--- src/rtl/core/hbc_pkg.sv ---
`default_nettype none
// ----------------------------------------------------------------------------
// hbc_pkg
// Shared types and constants for the hashed LRU buffer cache.
// ----------------------------------------------------------------------------
package hbc_pkg;

  localparam int unsigned NumSlots   = 32;
  localparam int unsigned NumBuckets = 13;
  localparam int unsigned SlotW      = $clog2(NumSlots);
  localparam int unsigned BucketW    = $clog2(NumBuckets);

  typedef enum logic [1:0] {
    OP_GET     = 2'd0,
    OP_RELEASE = 2'd1,
    OP_PIN     = 2'd2,
    OP_UNPIN   = 2'd3
  } op_e;

  typedef enum logic [1:0] {
    ST_OK    = 2'd0,
    ST_FILL  = 2'd1,
    ST_NOBUF = 2'd2,
    ST_BADREF = 2'd3
  } status_e;

  typedef struct packed {
    op_e         op;
    logic [7:0]  device;
    logic [31:0] block_number;
    logic [4:0]  slot_in;
    logic [31:0] now;
    logic [BucketW-1:0] home;
  } cmd_t;

  typedef enum logic [2:0] {
    BK_IDLE,
    BK_HIT,
    BK_VICT,
    BK_APPLY,
    BK_DONE
  } bk_state_e;

  // bucket of a block: residue mod NumBuckets, 4 bits per step
  // r < NumBuckets, so {r, nib} < 16 * NumBuckets: four compare-subtract steps
  function automatic logic [BucketW-1:0] bucket_step(logic [BucketW-1:0] r,
                                                      logic [3:0] nib);
    logic [BucketW+4:0] t;
    t = {1'b0, r, nib};
    if (t >= (BucketW+5)'(NumBuckets * 8)) t = t - (BucketW+5)'(NumBuckets * 8);
    if (t >= (BucketW+5)'(NumBuckets * 4)) t = t - (BucketW+5)'(NumBuckets * 4);
    if (t >= (BucketW+5)'(NumBuckets * 2)) t = t - (BucketW+5)'(NumBuckets * 2);
    if (t >= (BucketW+5)'(NumBuckets)) t = t - (BucketW+5)'(NumBuckets);
    return t[BucketW-1:0];
  endfunction

endpackage
`default_nettype wire

--- src/rtl/core/hbc_front.sv ---
`default_nettype none
// ----------------------------------------------------------------------------
// hbc_front
// Accepts commands, computes the home bucket one nibble a cycle, and pushes
// the classified command into a two-entry queue.
// ----------------------------------------------------------------------------
module hbc_front (
  input  wire logic               clk_i,
  input  wire logic               rst_ni,
  input  wire logic               start_i,
  input  wire logic [1:0]         op_i,
  input  wire logic [7:0]         device_i,
  input  wire logic [31:0]        block_number_i,
  input  wire logic [4:0]         slot_in_i,
  input  wire logic [31:0]        now_i,
  output logic                    busy_o,
  input  wire logic               pop_i,
  output logic                    q_valid_o,
  output hbc_pkg::cmd_t           q_cmd_o
);

  hbc_pkg::cmd_t cmd_q, cmd_d;
  logic          act_q, act_d;
  logic [2:0]    nib_q, nib_d;
  hbc_pkg::cmd_t fifo_q [2];
  logic          wp_q, rp_q;
  logic [1:0]    cnt_q;
  logic          push;
  hbc_pkg::cmd_t push_cmd;

  logic [3:0] cur_nib;
  assign cur_nib = cmd_q.block_number[31 - 4*nib_q -: 4];

  // one command in the front or its queue at a time; back handles it sequentially
  assign busy_o = act_q | (cnt_q != 2'd0);
  assign push   = act_q && (nib_q == 3'd7);

  always_comb begin
    cmd_d = cmd_q;
    act_d = act_q;
    nib_d = nib_q;
    if (start_i && !busy_o) begin
      cmd_d.op           = hbc_pkg::op_e'(op_i);
      cmd_d.device       = device_i;
      cmd_d.block_number = block_number_i;
      cmd_d.slot_in      = slot_in_i;
      cmd_d.now          = now_i;
      cmd_d.home         = '0;
      act_d              = 1'b1;
      nib_d              = 3'd0;
    end else if (act_q) begin
      cmd_d.home = hbc_pkg::bucket_step(cmd_q.home, cur_nib);
      nib_d      = nib_q + 3'd1;
      if (push) act_d = 1'b0;
    end
  end

  always_comb begin
    push_cmd      = cmd_q;
    push_cmd.home = cmd_d.home;
  end

  always_ff @(posedge clk_i or negedge rst_ni) begin
    if (!rst_ni) begin
      act_q <= 1'b0;
      nib_q <= '0;
      wp_q  <= 1'b0;
      rp_q  <= 1'b0;
      cnt_q <= '0;
    end else begin
      act_q <= act_d;
      nib_q <= nib_d;
      if (push) wp_q <= ~wp_q;
      if (pop_i) rp_q <= ~rp_q;
      cnt_q <= cnt_q + {1'b0, push} - {1'b0, pop_i};
    end
  end

  always_ff @(posedge clk_i) begin
    cmd_q <= cmd_d;
    if (push) fifo_q[wp_q] <= push_cmd;
  end

  assign q_valid_o = (cnt_q != 2'd0);
  assign q_cmd_o   = fifo_q[rp_q];

endmodule
`default_nettype wire

--- config.mk ---
export PLATFORM = sky130hd
export DESIGN_NAME = hbc_front
export DESIGN_NICKNAME = d
export VERILOG_FILES = /design/src/rtl/core/hbc_pkg.sv /design/src/rtl/core/hbc_front.sv
export SDC_FILE = /design/constraint.sdc
export NUM_CORES = 1
export LEC_CHECK = 0
export BUFFER_PORTS_ARGS = -buffer_cell sky130_fd_sc_hd__buf_4
export CELL_PAD_IN_SITES_DETAIL_PLACEMENT = 1
export CELL_PAD_IN_SITES_GLOBAL_PLACEMENT = 1
export CORE_MARGIN = 4
export CORE_UTILIZATION = 31
export DETAILED_ROUTE_END_ITERATION = 10
export PLACE_DENSITY_LB_ADDON = 0.1
export SETUP_SLACK_MARGIN = 0.1
export SYNTH_ARGS = -nofsm -noshare
export SYNTH_HDL_FRONTEND = slang
export SYNTH_SLANG_ARGS = --single-unit
--- constraint.sdc ---
create_clock -name clk_i -period 13.7 [get_ports clk_i]
set_input_delay 2.74 -clock clk_i [delete_from_list [all_inputs] [get_ports clk_i]]
set_output_delay 2.74 -clock clk_i [all_outputs]
set_load 0.03 [all_outputs]
---- Word-level counts from Yosys, hierarchy flattened ----
Memory sizes are Yosys's and may differ from the RTL's.
Index checks and enable logic that the tools add are counted.
operators by class
  add/sub/neg operators ................... 8
  magnitude comparators ................... 4
  eq/ne operators ......................... 1
  shift operators ......................... 1
  multiplexer cells ....................... 19
  bitwise operators ....................... 3
  reduce and logical (&&, ||, !) cells .... 5
operators with widths
  cell                                                                    count
  9-bit 2-to-1 mux                                                        9
  35-bit by 33-bit variable part select with 4-bit output                 1
  4-bit 2-to-1 mux                                                        3
  9-bit by 4-bit >= comparator with 1-bit output (second input constant)  1
  9-bit by 5-bit >= comparator with 1-bit output (second input constant)  1
  9-bit by 6-bit >= comparator with 1-bit output (second input constant)  1
  8-bit by 7-bit subtractor with 9-bit output (second input constant)     1
  9-bit by 5-bit subtractor with 9-bit output (second input constant)     1
  9-bit by 6-bit subtractor with 9-bit output (second input constant)     1
  8-bit by 7-bit >= comparator with 1-bit output (second input constant)  1
  3-bit 2-to-1 mux                                                        2
  5-bit by 5-bit subtractor with 6-bit output (first input constant)      1
  1-bit 2-to-1 mux                                                        5
  2-bit nonzero test                                                      2
  4-bit subtractor (second input constant)                                1
  3-bit by 1-bit adder with 3-bit output (second input constant)          1
  3-bit equality test (second input constant)                             1
  2-bit by 1-bit adder with 2-bit output                                  1
  1-bit logical AND                                                       2
  1-bit inverter                                                          2
  2-bit by 1-bit subtractor with 2-bit output                             1
  1-bit zero test                                                         1
  1-bit bitwise OR                                                        1
storage, ports and cells
  bits in registers ....................... 91
  memory bits (writable) .................. 166
  input port bits ......................... 83
  output and inout port bits .............. 85
  word-level logic and storage cells ...... 53
  memories ................................ 1
memories
  name    depth  width  read ports  clocked after memory_dff  write ports  RTL line         text
  fifo_q  2      83     1           0                         1            hbc_front.sv:25  hbc_pkg::cmd_t fifo_q [2];

---- Logic depth before layout (Yosys ltp) ----
  word-level depth ........................ 18
  gate-level depth with buffers ........... 20
  depth with buffers taken out ............ 18

---- Least setup slack after synthesis ----
Ideal clock, no wire load.
  path kind ............................... input-to-reg
  start ................................... input port start_i
  end ..................................... memory fifo_q[0][3] (netlist bit), data pin
  setup time .............................. 0.357 ns
  arrival time ............................ 4.745 ns
  data required time ...................... 13.343 ns
  path slack .............................. 8.598 ns
  cell stages on the path ................. 3
  buffers on the path ..................... 0
  cells stage by stage .................... nand2_1 inv_1 o22ai_1
RTL lines
  item         RTL line         text
  from (decl)  hbc_front.sv:10  input wire logic start_i,
  to (decl)    hbc_front.sv:25

==> results by group <==
Drt
  • Final wirelength: 23400 um
  • WL/cell: 20.6 um
  • DRC viols: 0
  • Via count: 5371
  • Antenna viol nets, final: 0
  • Drt via density: 4.72
  • Iteration-0 DRC count of the detailed router: 244
  • TritonRoute pass-1 iters: 4

Final layout
  • Syn-to-layout area delta: 26.4%
  • FILL cells: 3148
  • Share of layout cells above drive strength 1: 0.431
  • Nets: 803
  • Core Util, Final: 0.396
  • Inserted Diodes: 0

STA
  • Final hold vios: 0
  • Final Critical Period: 5.41 ns
  • RSZ-0062 raised after global routing: false
  • Slew HR: 0.438
  • Clock Skew: 0.0158 ns
  • Fin crit share: 0.395
  • Worst-Margin Slew: 0.843 ns
  • Fmax: 185 MHz
  • Final setup vio count: 0
  • Max-slew violations: 0
  • Setup TNS: 0 ns

Global route
  • Initial antenna violation count: 2
  • GRT Total Usage: 0.130
  • Largest net degree at the start of global routing: 55
  • GRT Residual Overflow: 0
  • Global-route wire length before repair: 35600 um
  • Vias in the first global route: 5914

Synthesis
  • Cell area after synthesis: 0.00986 mm2
  • Largest cells by area after synthesis: edfxtp_1, mux2_2, dfrtp_1
  • Synth async-reset ratio: 0.0311
  • Most common cell in the synthesized netlist: edfxtp_1
  • Multiplexer share of the synthesized area: 0.118
  • FF+latch count, synth: 257
  • Prevailing post-synth register cell: edfxtp_1
  • EDFF count, synth: 245
  • Share of the synthesized area in the top cell type: 0.746
  • Top post-synthesis cells by count: edfxtp_1, mux2_2, nor2_1
  • Compound-Gate Fraction of Synth Area: 0.0466
  • Yosys top cell by area: edfxtp_1
  • Post-synthesis xor/xnor area fraction: 0.00622
  • Adder-cell area share of the yosys netlist: 0.00634
  • Synth warn: 0
  • Largest family of logic cells by synthesized area: multiplexers
  • Syn_nets: 616
  • Netlist cell types: 61
  • Synthesized instance count: 528
  • Syn Area/Cell: 18.7 um2
  • Sequential share of the synthesized area: 0.774
  • Synth Area in Simple Gates: 0.0379

Worst setup path
  • CP cell instances: buf_4 -> mux2_2 -> buf_4
  • Reg2reg setup slack: 8.71 ns
  • Cell family with the largest share of critical-path delay: buffers and inverters
  • Crit path buf inv count: 2
  • CP Depth: 3
  • CP Data Required Time: 10.96 ns
  • Reg2reg path depth: 18
  • Slowest CP cell: dfrtp_4
  • Reg2reg end: fifo_q[0][1]
  • Critical Path Max Stage Delay: 0.76 ns
  • CP dominant cell by count: buf_4
  • CP Launch Type: flip-flop
  • Critical Path AT: 2.67 ns
  • Crit path max fanout: 49
  • R2r startpoint: nib_q[1]
  • Crit path kind: reg2out
  • Crit end category: output port

Worst hold path
  • Min-Delay Endpoint: fifo_q[1][76]
  • Hold Crit Class: reg2reg
  • Hold Crit Start: cmd_q[76]
  • Hold path cells: 0

Run
  • Max-cap violations: 0

Floorplanning
  • Die width: 186 um
  • Die area: 0.0347 mm2
  • Cell Rows: 65
  • Initial core utilization: 0.313
  • Placeable Area: 0.0315 mm2
  • I/O pin count: 168
  • Die height: 186 um

Power and ir drop
  • Worst VDD drop: 0.000129 V
  • Pwr per Cell Area: 231 mW/mm2
  • Leak: 4.38 nW

Clock network
  • Latest clock arrival within the worst-skew pair: 0.53 ns
  • CTS resizes: 0
  • Root buffer cell: clkbuf_16
  • CTS tree: built
  • H-tree levels: 1
  • Clock buffer depth: 3
  • Inserted Clock Buffers: 28
  • Clk slew on worst S/H paths: 0.06 ns
  • CTS sink cnt: 257
  • Postcts setup bufs: 0
  • CTS hold repair buffers: 0

Placed design
  • Post-DP HPWL: 15600 um
  • RePlAce Congestion: 0.777
  • Count of input and output buffers: 167

Outcome
  • Status: completed
[through the flow]
step	area [um2]	total power, mW	setup WS, ns	std cells	hold slack (ns)
floorplan	9860	1.86	8.60	528	0.421
global placement	11600	2.17	8.71	1087	0.422
detailed placement	11600	2.21	8.72	1087	0.432
CTS	12500	2.92	8.13	1138	0.440
global route	12500	3.05	8.11	1138	0.446
finish	12500	2.88	8.29	1138	0.439
[layer usage]
layer	vias to the layer above	GRT usage	wire length (um)
met1	2686	0.173	10300
met3	44	0.0402	1510
met4	4	0.0319	576
met2	182	0.211	11000
li1	2455	-	-
met5	-	0	40
[worst max path at each step]
| stage | from | to |
|---|---|---|
| after global placement | rp_q | q_cmd_o[44] |
| final | rp_q | q_cmd_o[46] |
| after detailed placement | rp_q | q_cmd_o[44] |
| after floorplan | start_i | fifo_q[0][3] |
| after CTS | rp_q | q_cmd_o[44] |
| after global routing | rp_q | q_cmd_o[58] |
[cells by family after synthesis]
group                      count (synthesis)
buffers and inverters                     25
DFF                                      257
xor gates and xnor gates                   7
and+or+nand+nor                           73
AOI/OAI and AO/OA                         61
adders and majority gates                  5
muxes                                    100
[power by group]
part | switching [mW] | total (mW) | leakage (nW) | internal [mW]
logic | 0.677 | 1.12 | 1.63 | 0.446
registers | 0.0879 | 1.06 | 2.34 | 0.975
clock network | 0.284 | 0.692 | 0.417 | 0.407
[placed cells by master (no fill, tap or decap), types with 3 or more instances in the layout]
master	synthesis	final
clkinv_1	1	6
mux4_2	4	4
o21ai_0	12	12
mux2i_1	9	9
o22ai_1	4	4
edfxtp_1	245	245
xnor2_1	3	3
clkbuf_16	0	29
buf_4	0	173
nor2b_1	5	5
o2111ai_1	3	3
inv_1	8	7
dfrtp_1	8	7
o211ai_1	3	3
xor2_1	4	4
clkbuf_1	13	9
ha_1	5	5
nor3_1	3	3
a21oi_1	8	8
nand2_1	16	16
clkbuf_8	0	4
dfxtp_1	4	4
mux2_2	86	86
nand3_1	10	10
nor2_1	20	19
and3_1	5	4
[registers in the layout, summed over array words and instances, names as in the netlist]
signal	cells
fifo_q	166
act_q	1
wp_q	1
cmd_q	83
cnt_q	2
rp_q	1
nib_q	3
[layout make-up]
cell class | count | area [um2] | area share
repair buffers | 173 | 1300 | 0.104
clock inverters | 9 | 42.5 | 0.00341
multi-input cells | 246 | 2130 | 0.171
flip-flops and latches | 257 | 7640 | 0.613
clock buffers | 42 | 815 | 0.0653
inverters | 9 | 36.3 | 0.00291
well taps | 402 | 503 | 0.0403
[worst register-to-register path: stages (launching register included)]
cell       delay, ns
dfrtp_1         0.70
mux2_2          0.40
a2bb2oi_1       0.17
and2_1          0.19
inv_1           0.13
ha_1            0.25
and3b_1         0.21
nor2_1          0.27
a21oi_1         0.18
a211oi_4        0.42
nor2_2          0.10
nor3_2          0.25
o21bai_1        0.15
o2111a_1        0.34
a21oi_2         0.29
a21oi_2         0.13
a21bo_1         0.25
a21oi_1         0.17
o211ai_1        0.15
Note: power is estimated with default switching activity, not from simulation.
